===== src/rtl/core/icrt_pkg.sv =====
// ----------------------------------------------------------------------------
// icrt_pkg: shared types and constants of the retry tracker
// Table geometry, entry and result records, and the function and result codes.
// ----------------------------------------------------------------------------
package icrt_pkg;

  localparam int unsigned TableDepth = 8;
  localparam int unsigned TagWidth   = 32;
  localparam int unsigned ResultCap  = 8;
  localparam int unsigned SlotW      = 3;
  localparam int unsigned IdxW       = (TableDepth > 1) ? $clog2(TableDepth) : 1;
  localparam int unsigned CntW       = $clog2(TableDepth + 1);
  localparam int unsigned NresW      = $clog2(ResultCap + 1);

  typedef logic [TagWidth-1:0] tag_t;
  typedef logic [IdxW-1:0]     idx_t;
  typedef logic [CntW-1:0]     cnt_t;
  typedef logic [NresW-1:0]    nres_t;
  typedef logic [SlotW-1:0]    slot_t;

  typedef enum logic [1:0] {
    FuncSend = 2'd0,
    FuncAck  = 2'd1,
    FuncTick = 2'd2
  } func_e;

  typedef enum logic [2:0] {
    KindAccepted   = 3'd0,
    KindFull       = 3'd1,
    KindAcked      = 3'd2,
    KindNoMatch    = 3'd3,
    KindRetransmit = 3'd4,
    KindFailed     = 3'd5,
    KindNothing    = 3'd6
  } kind_e;

  typedef enum logic [1:0] {
    RegMaxChecks   = 2'd0,
    RegMaxRetries  = 2'd1,
    RegLocalAddr   = 2'd2
  } reg_idx_e;

  typedef struct packed {
    tag_t       cmd;
    tag_t       param;
    logic [7:0] rep;
    logic [7:0] checks;
    logic [7:0] peer;
    logic [1:0] port;
    logic       done;
  } entry_t;

  typedef struct packed {
    logic [2:0] kind;
    slot_t      slot;
    tag_t       cmd;
    tag_t       param;
    logic [7:0] rep;
    logic [7:0] peer;
    logic [7:0] src;
    logic [1:0] port;
  } result_t;

endpackage


===== src/rtl/core/icrt_table.sv =====
// ----------------------------------------------------------------------------
// icrt_table: generic RAM
// One write port and one registered read port, width and depth set per instance.
// ----------------------------------------------------------------------------
module icrt_table #(
  parameter int unsigned Width = 8,
  parameter int unsigned Depth = 8,
  localparam int unsigned AddrW = (Depth > 1) ? $clog2(Depth) : 1
) (
  input  logic             clk_i,
  input  logic             we_i,
  input  logic [AddrW-1:0] waddr_i,
  input  logic [Width-1:0] wdata_i,
  input  logic [AddrW-1:0] raddr_i,
  output logic [Width-1:0] rdata_o
);

  logic [Width-1:0] mem_q [Depth];
  logic [Width-1:0] rdata_q;

  always_ff @(posedge clk_i) begin
    if (we_i) begin
      mem_q[waddr_i] <= wdata_i;
    end
    rdata_q <= mem_q[raddr_i];
  end

  assign rdata_o = rdata_q;

endmodule


===== src/rtl/core/issued_command_retry_tracker_top.sv =====
// ----------------------------------------------------------------------------
// issued_command_retry_tracker_top: tracker of sent commands awaiting ack
// Appends sent commands, matches acks, ages entries on ticks and requests
// retransmissions or declares failures, one table entry per cycle.
// ----------------------------------------------------------------------------
// Sequencing: a send beat goes from dispatch straight to flush. An ack or
// tick beat passes through dispatch, compaction of done entries, a scan of
// the live entries and a flush.
// Throughput: one beat at a time; busy stays high until the final result is
// registered, all set by the single table read port stepping one entry a cycle.
// Results cannot be stalled. Reset empties the table and loads register defaults.
module issued_command_retry_tracker_top (
  input  logic                      clk_i,
  input  logic                      rst_ni,
  // command channel
  input  logic                      start,
  output logic                      busy,
  input  logic [1:0]                func_i,
  input  logic [icrt_pkg::TagWidth-1:0] cmd_tag_i,
  input  logic [icrt_pkg::TagWidth-1:0] param_tag_i,
  input  logic                      is_ack_cmd_i,
  input  logic [7:0]                rep_count_i,
  input  logic [7:0]                peer_addr_i,
  input  logic [1:0]                uart_port_i,
  // result channel
  output logic                      result_strobe_o,
  output logic [2:0]                kind_o,
  output logic [2:0]                slot_o,
  output logic [icrt_pkg::TagWidth-1:0] out_cmd_tag_o,
  output logic [icrt_pkg::TagWidth-1:0] out_param_tag_o,
  output logic [7:0]                out_rep_count_o,
  output logic [7:0]                out_peer_addr_o,
  output logic [7:0]                src_addr_o,
  output logic [1:0]                out_uart_port_o,
  output logic                      last_o,
  // configuration port
  input  logic                      psel,
  input  logic                      penable,
  input  logic                      pwrite,
  input  logic [3:0]                paddr,
  input  logic [31:0]               pwdata,
  output logic [31:0]               prdata,
  output logic                      pready
);

  typedef enum logic [2:0] {
    StIdle,
    StDispatch,
    StCompact,
    StScan,
    StFlush
  } state_e;

  typedef struct packed {
    logic [1:0]             func;
    icrt_pkg::tag_t         cmd;
    icrt_pkg::tag_t         param;
    logic                   is_ack;
    logic [7:0]             rep;
    logic [7:0]             peer;
    logic [1:0]             port;
  } req_t;

  // Configuration registers
  logic [7:0] max_checks_q, max_retries_q, local_addr_q;
  logic       cfg_wr;
  logic [1:0] cfg_idx;

  // Sequencer state
  state_e            state_q, state_d;
  req_t              req_q, req_d;
  icrt_pkg::cnt_t    cnt_q, cnt_d;     // live table entries
  icrt_pkg::cnt_t    ptr_q, ptr_d;     // read pointer: compaction source, then scan
  icrt_pkg::cnt_t    wr_q, wr_d;       // compaction write pointer
  icrt_pkg::nres_t   nres_q, nres_d;   // results produced on this tick

  // One result is held back so the final one can carry last
  icrt_pkg::result_t pend_q, pend_d;
  logic              pend_v_q, pend_v_d;

  // Output register
  icrt_pkg::result_t out_q, out_d;
  logic              strobe_q, strobe_d;
  logic              last_q, last_d;

  // Table ports
  logic              tbl_we;
  icrt_pkg::idx_t    tbl_waddr;
  icrt_pkg::entry_t  tbl_wdata;
  icrt_pkg::entry_t  rd_entry;

  // Result push / emit helpers
  logic              new_v;
  icrt_pkg::result_t new_res;
  logic              emit;
  icrt_pkg::result_t emit_res;
  logic              emit_last;

  // Address the table with the next pointer so rd_entry holds entry ptr_q
  icrt_table #(
    .Width ($bits(icrt_pkg::entry_t)),
    .Depth (icrt_pkg::TableDepth)
  ) u_table (
    .clk_i   (clk_i),
    .we_i    (tbl_we),
    .waddr_i (tbl_waddr),
    .wdata_i (tbl_wdata),
    .raddr_i (ptr_d[icrt_pkg::IdxW-1:0]),
    .rdata_o (rd_entry)
  );

  // --------------------------------------------------------------------------
  // Configuration port: two-phase write, always ready, decode by word address
  // --------------------------------------------------------------------------
  assign pready  = 1'b1;
  assign cfg_wr  = psel && penable && pwrite;
  assign cfg_idx = paddr[3:2];

  always_comb begin
    case (cfg_idx)
      icrt_pkg::RegMaxChecks:  prdata = {24'd0, max_checks_q};
      icrt_pkg::RegMaxRetries: prdata = {24'd0, max_retries_q};
      icrt_pkg::RegLocalAddr:  prdata = {24'd0, local_addr_q};
      default:                 prdata = 32'd0;
    endcase
  end

  always_ff @(posedge clk_i or negedge rst_ni) begin
    if (!rst_ni) begin
      max_checks_q  <= 8'd10;
      max_retries_q <= 8'd3;
      local_addr_q  <= 8'd1;
    end else if (cfg_wr) begin
      case (cfg_idx)
        icrt_pkg::RegMaxChecks:  max_checks_q  <= pwdata[7:0];
        icrt_pkg::RegMaxRetries: max_retries_q <= pwdata[7:0];
        icrt_pkg::RegLocalAddr:  local_addr_q  <= pwdata[7:0];
        default: ;
      endcase
    end
  end

  // --------------------------------------------------------------------------
  // Sequencer
  // --------------------------------------------------------------------------
  assign busy = (state_q != StIdle);

  always_comb begin
    state_d   = state_q;
    req_d     = req_q;
    cnt_d     = cnt_q;
    ptr_d     = ptr_q;
    wr_d      = wr_q;
    nres_d    = nres_q;
    pend_d    = pend_q;
    pend_v_d  = pend_v_q;
    tbl_we    = 1'b0;
    tbl_waddr = wr_q[icrt_pkg::IdxW-1:0];
    tbl_wdata = rd_entry;
    new_v     = 1'b0;
    new_res   = '0;
    emit      = 1'b0;
    emit_res  = pend_q;
    emit_last = 1'b0;

    case (state_q)
      StIdle: begin
        if (start) begin
          req_d.func   = func_i;
          req_d.cmd    = cmd_tag_i;
          req_d.param  = param_tag_i;
          req_d.is_ack = is_ack_cmd_i;
          req_d.rep    = rep_count_i;
          req_d.peer   = peer_addr_i;
          req_d.port   = uart_port_i;
          state_d      = StDispatch;
        end
      end

      StDispatch: begin
        ptr_d   = '0;
        wr_d    = '0;
        nres_d  = '0;
        state_d = StFlush;
        case (req_q.func)
          icrt_pkg::FuncSend: begin
            if (!req_q.is_ack && req_q.rep == 8'd1) begin
              new_v = 1'b1;
              if (cnt_q < icrt_pkg::cnt_t'(icrt_pkg::TableDepth)) begin
                // Append at the tail of the table
                tbl_we           = 1'b1;
                tbl_waddr        = cnt_q[icrt_pkg::IdxW-1:0];
                tbl_wdata.cmd    = req_q.cmd;
                tbl_wdata.param  = req_q.param;
                tbl_wdata.rep    = req_q.rep;
                tbl_wdata.checks = 8'd0;
                tbl_wdata.peer   = req_q.peer;
                tbl_wdata.port   = req_q.port;
                tbl_wdata.done   = 1'b0;
                cnt_d            = cnt_q + 1'b1;
                new_res.kind     = icrt_pkg::KindAccepted;
                new_res.slot     = icrt_pkg::slot_t'(cnt_q);
              end else begin
                new_res.kind     = icrt_pkg::KindFull;
              end
              new_res.cmd   = req_q.cmd;
              new_res.param = req_q.param;
              new_res.rep   = req_q.rep;
              new_res.peer  = req_q.peer;
              new_res.port  = req_q.port;
            end
          end
          icrt_pkg::FuncAck,
          icrt_pkg::FuncTick: begin
            state_d = StCompact;
          end
          default: ;
        endcase
      end

      StCompact: begin
        // Squeeze out done entries, one source entry per cycle
        if (ptr_q == cnt_q) begin
          cnt_d   = wr_q;
          ptr_d   = '0;
          state_d = StScan;
        end else begin
          if (!rd_entry.done) begin
            tbl_we = 1'b1;
            wr_d   = wr_q + 1'b1;
          end
          ptr_d = ptr_q + 1'b1;
        end
      end

      StScan: begin
        new_res.slot  = icrt_pkg::slot_t'(ptr_q[icrt_pkg::IdxW-1:0]);
        new_res.cmd   = rd_entry.cmd;
        new_res.param = rd_entry.param;
        new_res.rep   = rd_entry.rep;
        new_res.peer  = rd_entry.peer;
        new_res.port  = rd_entry.port;
        tbl_waddr     = ptr_q[icrt_pkg::IdxW-1:0];
        if (req_q.func == icrt_pkg::FuncAck) begin
          if (ptr_q == cnt_q) begin
            // No entry matched: echo the ack fields
            new_v         = 1'b1;
            new_res.kind  = icrt_pkg::KindNoMatch;
            new_res.slot  = '0;
            new_res.cmd   = req_q.cmd;
            new_res.param = req_q.param;
            new_res.rep   = req_q.rep;
            new_res.peer  = req_q.peer;
            new_res.port  = req_q.port;
            state_d       = StFlush;
          end else if (rd_entry.cmd == req_q.cmd && rd_entry.param == req_q.param &&
                       rd_entry.rep == req_q.rep && rd_entry.peer == req_q.peer &&
                       rd_entry.port == req_q.port) begin
            tbl_we         = 1'b1;
            tbl_wdata.done = 1'b1;
            new_v          = 1'b1;
            new_res.kind   = icrt_pkg::KindAcked;
            state_d        = StFlush;
          end else begin
            ptr_d = ptr_q + 1'b1;
          end
        end else begin
          if (ptr_q == cnt_q || nres_q == icrt_pkg::nres_t'(icrt_pkg::ResultCap)) begin
            state_d = StFlush;
          end else if (rd_entry.done) begin
            ptr_d = ptr_q + 1'b1;
          end else if (rd_entry.checks < max_checks_q) begin
            tbl_we           = 1'b1;
            tbl_wdata.checks = rd_entry.checks + 8'd1;
            ptr_d            = ptr_q + 1'b1;
          end else if (rd_entry.rep < max_retries_q) begin
            // Retransmit ends the scan
            tbl_we           = 1'b1;
            tbl_wdata.checks = 8'd0;
            tbl_wdata.rep    = rd_entry.rep + 8'd1;
            new_v            = 1'b1;
            new_res.kind     = icrt_pkg::KindRetransmit;
            new_res.rep      = rd_entry.rep + 8'd1;
            new_res.src      = local_addr_q;
            nres_d           = nres_q + 1'b1;
            state_d          = StFlush;
          end else begin
            tbl_we         = 1'b1;
            tbl_wdata.done = 1'b1;
            new_v          = 1'b1;
            new_res.kind   = icrt_pkg::KindFailed;
            nres_d         = nres_q + 1'b1;
            ptr_d          = ptr_q + 1'b1;
          end
        end
      end

      StFlush: begin
        // Release the held result as the final one, or a nothing result
        emit      = 1'b1;
        emit_last = 1'b1;
        if (!pend_v_q) begin
          emit_res      = '0;
          emit_res.kind = icrt_pkg::KindNothing;
        end
        pend_v_d  = 1'b0;
        state_d   = StIdle;
      end

      default: state_d = StIdle;
    endcase

    // A new result pushes the held one out as a non-final beat
    if (new_v) begin
      if (pend_v_q) begin
        emit      = 1'b1;
        emit_res  = pend_q;
        emit_last = 1'b0;
      end
      pend_d   = new_res;
      pend_v_d = 1'b1;
    end

    strobe_d = emit;
    out_d    = emit ? emit_res  : out_q;
    last_d   = emit ? emit_last : last_q;
  end

  always_ff @(posedge clk_i or negedge rst_ni) begin
    if (!rst_ni) begin
      state_q  <= StIdle;
      cnt_q    <= '0;
      ptr_q    <= '0;
      wr_q     <= '0;
      nres_q   <= '0;
      pend_v_q <= 1'b0;
      strobe_q <= 1'b0;
      last_q   <= 1'b0;
    end else begin
      state_q  <= state_d;
      cnt_q    <= cnt_d;
      ptr_q    <= ptr_d;
      wr_q     <= wr_d;
      nres_q   <= nres_d;
      pend_v_q <= pend_v_d;
      strobe_q <= strobe_d;
      last_q   <= last_d;
    end
  end

  // Payload registers hold without reset
  always_ff @(posedge clk_i) begin
    req_q  <= req_d;
    pend_q <= pend_d;
    out_q  <= out_d;
  end

  assign result_strobe_o = strobe_q;
  assign kind_o          = out_q.kind;
  assign slot_o          = out_q.slot;
  assign out_cmd_tag_o   = out_q.cmd;
  assign out_param_tag_o = out_q.param;
  assign out_rep_count_o = out_q.rep;
  assign out_peer_addr_o = out_q.peer;
  assign src_addr_o      = out_q.src;
  assign out_uart_port_o = out_q.port;
  assign last_o          = last_q;

  // --------------------------------------------------------------------------
  // Assertions
  // --------------------------------------------------------------------------
  a_cnt_bound: assert property (@(posedge clk_i) disable iff (!rst_ni)
    cnt_q <= icrt_pkg::cnt_t'(icrt_pkg::TableDepth))
    else $error("entry count beyond table depth");

  a_compact_order: assert property (@(posedge clk_i) disable iff (!rst_ni)
    (state_q == StCompact) |-> (wr_q <= ptr_q))
    else $error("compaction write pointer passed read pointer");

  a_final_idle: assert property (@(posedge clk_i) disable iff (!rst_ni)
    (result_strobe_o && last_o) |-> !busy)
    else $error("final result while still busy");

  a_more_busy: assert property (@(posedge clk_i) disable iff (!rst_ni)
    (result_strobe_o && !last_o) |-> busy)
    else $error("non-final result after the item ended");

  a_no_early: assert property (@(posedge clk_i) disable iff (!rst_ni)
    (start && !busy) |=> !result_strobe_o)
    else $error("result right after acceptance");

endmodule

===== config.mk =====
export PLATFORM = sky130hd
export DESIGN_NAME = issued_command_retry_tracker_top
export DESIGN_NICKNAME = d
export VERILOG_FILES = /design/src/rtl/core/icrt_pkg.sv /design/src/rtl/core/icrt_table.sv /design/src/rtl/core/issued_command_retry_tracker_top.sv
export SDC_FILE = /design/constraint.sdc
export NUM_CORES = 1
export LEC_CHECK = 0
export BUFFER_PORTS_ARGS = -buffer_cell sky130_fd_sc_hd__buf_2
export CAP_MARGIN = 10
export CORE_MARGIN = 2
export CORE_UTILIZATION = 60
export DETAILED_ROUTE_END_ITERATION = 10
export PLACE_DENSITY = 0.8
export SLEW_MARGIN = 20
export SYNTH_ARGS = -nofsm -noshare
export SYNTH_HDL_FRONTEND = slang
export SYNTH_SLANG_ARGS = --single-unit

===== constraint.sdc =====
create_clock -name clk_i -period 10.1 [get_ports clk_i]
set_input_delay 0.505 -clock clk_i [delete_from_list [all_inputs] [get_ports clk_i]]
set_output_delay 0.505 -clock clk_i [all_outputs]
set_load 0.02 [all_outputs]

==> metrics list <==
* Status: complete, no violations
- Most common flop cell mapped by yosys: edfxtp_1
- Most common library cell in the layout ignoring fill and taps: edfxtp_1
- Effective utilization at floorplan: 0.607
- Violation count after the first detailed-route iteration: 3140
- Port buffering added 207 buffers.
- Counting instances, the worst hold path has a depth of 1.
- Worst Min Path Start: cmd_tag_i[18]
- The clock passes through at most 3 buffers.
* Final HPWL DP: 59.6 mm
- The worst-case IR drop observed on VDD is 0.291 mV.
* Power density of the placed cells: 313 nW/um2
- The via count of the first global-routing pass is 26000.
- Critical Path End Type: register
- Number of flops mapped to enable cells by yosys: 1005
- The synthesized netlist occupies a cell area of 45400 um2.
- Actual transition at the worst max-transition pin: 1150 ps
* Highest achievable clock rate: 0.182 GHz
- The filler cells instantiated in the layout total 4616.
- In this run the critical register-to-register path is captured at u_table.rdata_o[61].
- The analysis attributes to cell leakage a power of 19.0 nW.
* Final weighted congestion of routability-driven global placement: 0.881
- Setup TNS: 0 ps
- Pin count of the biggest net entering global routing: 179
- Clock skew on the completed layout was measured at 41.2 ps.
- Global router's overall resource usage: 0.275
* Detailed Route WL: 108 mm
- Maximum level of the CTS H-tree: 3
- Die Width: 279 um
* Antenna diode count: 0
- CTS tree: built
- Hold endpoint: req_q[69]
* Top-area cell type share of the netlist area: 0.665
- Worst endpoint required time: 10690 ps
- Counting flops and latches in the post-synthesis netlist gives 1142.
- Core outline area: 74700 um2
- Clock slew seen by the registers of the worst setup and hold paths: 60 ps
- Detailed routing inserted a total of 25800 vias.
* Detailed Routing Iterations Pass 1: 6
- At the later pin of the worst-skew pair, clock insertion delay measures 690 ps.
- Number of gates given a new drive strength after cts: 0
- Maximum fanout along the worst path: 121
- The clock drives 1142 sinks.
- Measured against its own limit, the worst slew margin works out to 0.230.
- Via-per-instance ratio: 6.32
- The total overflow left after global routing is 0.
* Routed length per instance: 26.5 um
* Part of the cycle the worst path needs: 0.545
- In this run the count of I/O pins placed on the die edge is 259.
- Wire length of the first global-routing pass: 160 mm
- Setup-failing EPs final: 0
* Area post-placement: 47300 um2
* Detail Route Antenna Nets: 0
* Final-report max-slew violation count: 0
* Dominant cell type by area after synthesis: edfxtp_1
* Netlist cell types: 70
* DRC viols: 0
- In this run the clock root is driven by a clkbuf_16.
* Layout area overhead: 13.7%
* Layout Cell Area excl Fill: 51600 um2
* # rows: 100
* Reg-to-Reg Start: req_q[61]
- Leaving out fill and tap cells, the most frequent cells in the layout are edfxtp_1 (1005), mux2i_1 (284), nand2_1 (268).
- The path class of the tightest hold or removal check is input pin to register.
- The final-report hold violation count is 0.
- Fraction of synthesis flops using an asynchronous set or reset pin: 0.0403
- Critical path data arrival time: 6090 ps
- Register Area: 33200 um2
- Post-CTS timing repair inserted 0 buffers for setup.
- Seq/Total Area, Yosys: 0.731
- The cell count after synthesis came out at 2735.
- The final layout contains 3160 nets.
- The setup path with the least slack is of type register to register.
- Clock tree synthesis inserted a total of 109 buffers.
* Layout cells sized above 1: 0.205
- In this run the mean area of a mapped cell was 16.6 um2.
* Synthesis Warnings: 0
* Unrepaired setup endpoints after global routing: no
- From bottom edge to top edge, the die measures 279 um.
* Top post-synthesis cells by area: edfxtp_1 (67%), mux2i_1 (6.3%), dfxtp_1 (4.0%)
- The initial antenna violation count is 2.
- Multi-input gate area in the final layout: 11400 um2
- The die covers 77800 um2.
- Slack of the worst reg-to-reg path: 4590 ps
* Worst-case reg-to-reg path depth: 13
* Final critical delay including setup and external delays: 5510 ps
* Max-cap violation count: 0
- STA classifies the critical path startpoint as a register.
==> per-stage QoR <==
step | utilization | instances | worst slack (ps) | power [mW] | hold WS, ps
after floorplan | - | 2758 | 1200 | 10.6 | 209
after global placement | 0.633 | 3805 | 4630 | 11.7 | 488
after detailed placement | 0.633 | 3805 | 4570 | 12.0 | 492
after global routing | 0.691 | 4074 | 4450 | 16.8 | 15.9
after CTS | 0.690 | 4072 | 4520 | 16.1 | 1.53
final | 0.691 | 4074 | 4590 | 16.2 | 22.9
==> cell families (layout without fill, tap and decap cells) <==
| family | Yosys count | in the layout | synth area share |
|---|---|---|---|
| buf+inv | 196 | 543 | 0.0221 |
| fa+ha+maj | 23 | 23 | 0.00634 |
| compound gates | 380 | 380 | 0.0828 |
| simple gates | 520 | 520 | 0.0535 |
| xor+xnor | 97 | 97 | 0.0189 |
| mux | 375 | 375 | 0.0853 |
| other cells | 2 | 25 | 0.000166 |
| flops | 1142 | 1142 | 0.731 |
==> state kept, by name, indices dropped and copies added (netlist names), 32 cells and up <==
| signal | count |
|---|---|
| pend_q | 96 |
| out_cmd_tag_o | 32 |
| req_q | 85 |
| u_table.rdata_o | 91 |
| out_param_tag_o | 32 |
| u_table.mem_q | 728 |
==> worst max-delay path by stage <==
stage / slack [ps] / from / end / cells after the start
floorplan: 1200 / req_q[14] / u_table.mem_q[5][0] / 7
global placement: 4630 / req_q[61] / u_table.rdata_o[90] / 12
detailed placement: 4570 / req_q[61] / u_table.rdata_o[90] / 12
CTS: 4520 / req_q[61] / u_table.rdata_o[77] / 12
global route: 4450 / req_q[61] / u_table.rdata_o[61] / 13
finish: 4590 / req_q[61] / u_table.rdata_o[61] / 13
==> worst max-delay path, cell delays in order (launching register included) <==
cell       delay (ps)
edfxtp_1          450
xnor2_1           440
nand4_1           480
nor4_1            490
nand4_1           320
o21ai_2           320
o2111ai_1         210
o211ai_4          140
buf_12            350
buf_16            570
buf_4             780
mux2i_1           200
a32o_1            280
a221oi_2          210
==> report_power, final <==
part           internal (mW)  switching [mW]
combinational           1.97            3.23
clock                   2.38            1.72
sequential              6.37           0.485
==> layout make-up <==
| class | count | share of cell area |
|---|---|---|
| flip-flops and latches | 1142 | 0.643 |
| multi-input cells | 1420 | 0.222 |
| clock buffers | 146 | 0.0569 |
| repair buffers | 314 | 0.0396 |
| well taps | 969 | 0.0235 |
| clock inverters | 60 | 0.0137 |
| inverters | 23 | 0.00167 |
==> what timing repair did <==
item / in CTS / in global routing
endpoints found under the hold margin: 61 / 41
endpoints found under the setup margin: 0 / 0
hold buffers: 61 / 1
==> layer usage <==
| layer | global-route usage | share of wire | wire length (um) | up-vias |
|---|---|---|---|---|
| met4 | 0.104 | 0.032 | 3480 | 2 |
| met2 | 0.450 | 0.49 | 52500 | 1349 |
| met3 | 0.0381 | 0.081 | 8740 | 197 |
| li1 | - | - | - | 11100 |
| met5 | 0 | 0.00012 | 13 | - |
| met1 | 0.380 | 0.40 | 43500 | 13100 |
==> cell usage after synthesis (56+ instances only) <==
library cell  count
nor2_1           58
mux2_2           91
buf_2            63
xnor2_1          82
mux2i_1         284
a22o_1           80
nand2_1         269
a32o_1           92
dfxtp_1          91
edfxtp_1       1005
a221oi_2         90
clkbuf_1         56
nor2b_1         100
No activity file was read; power rests on OpenSTA's default activity.
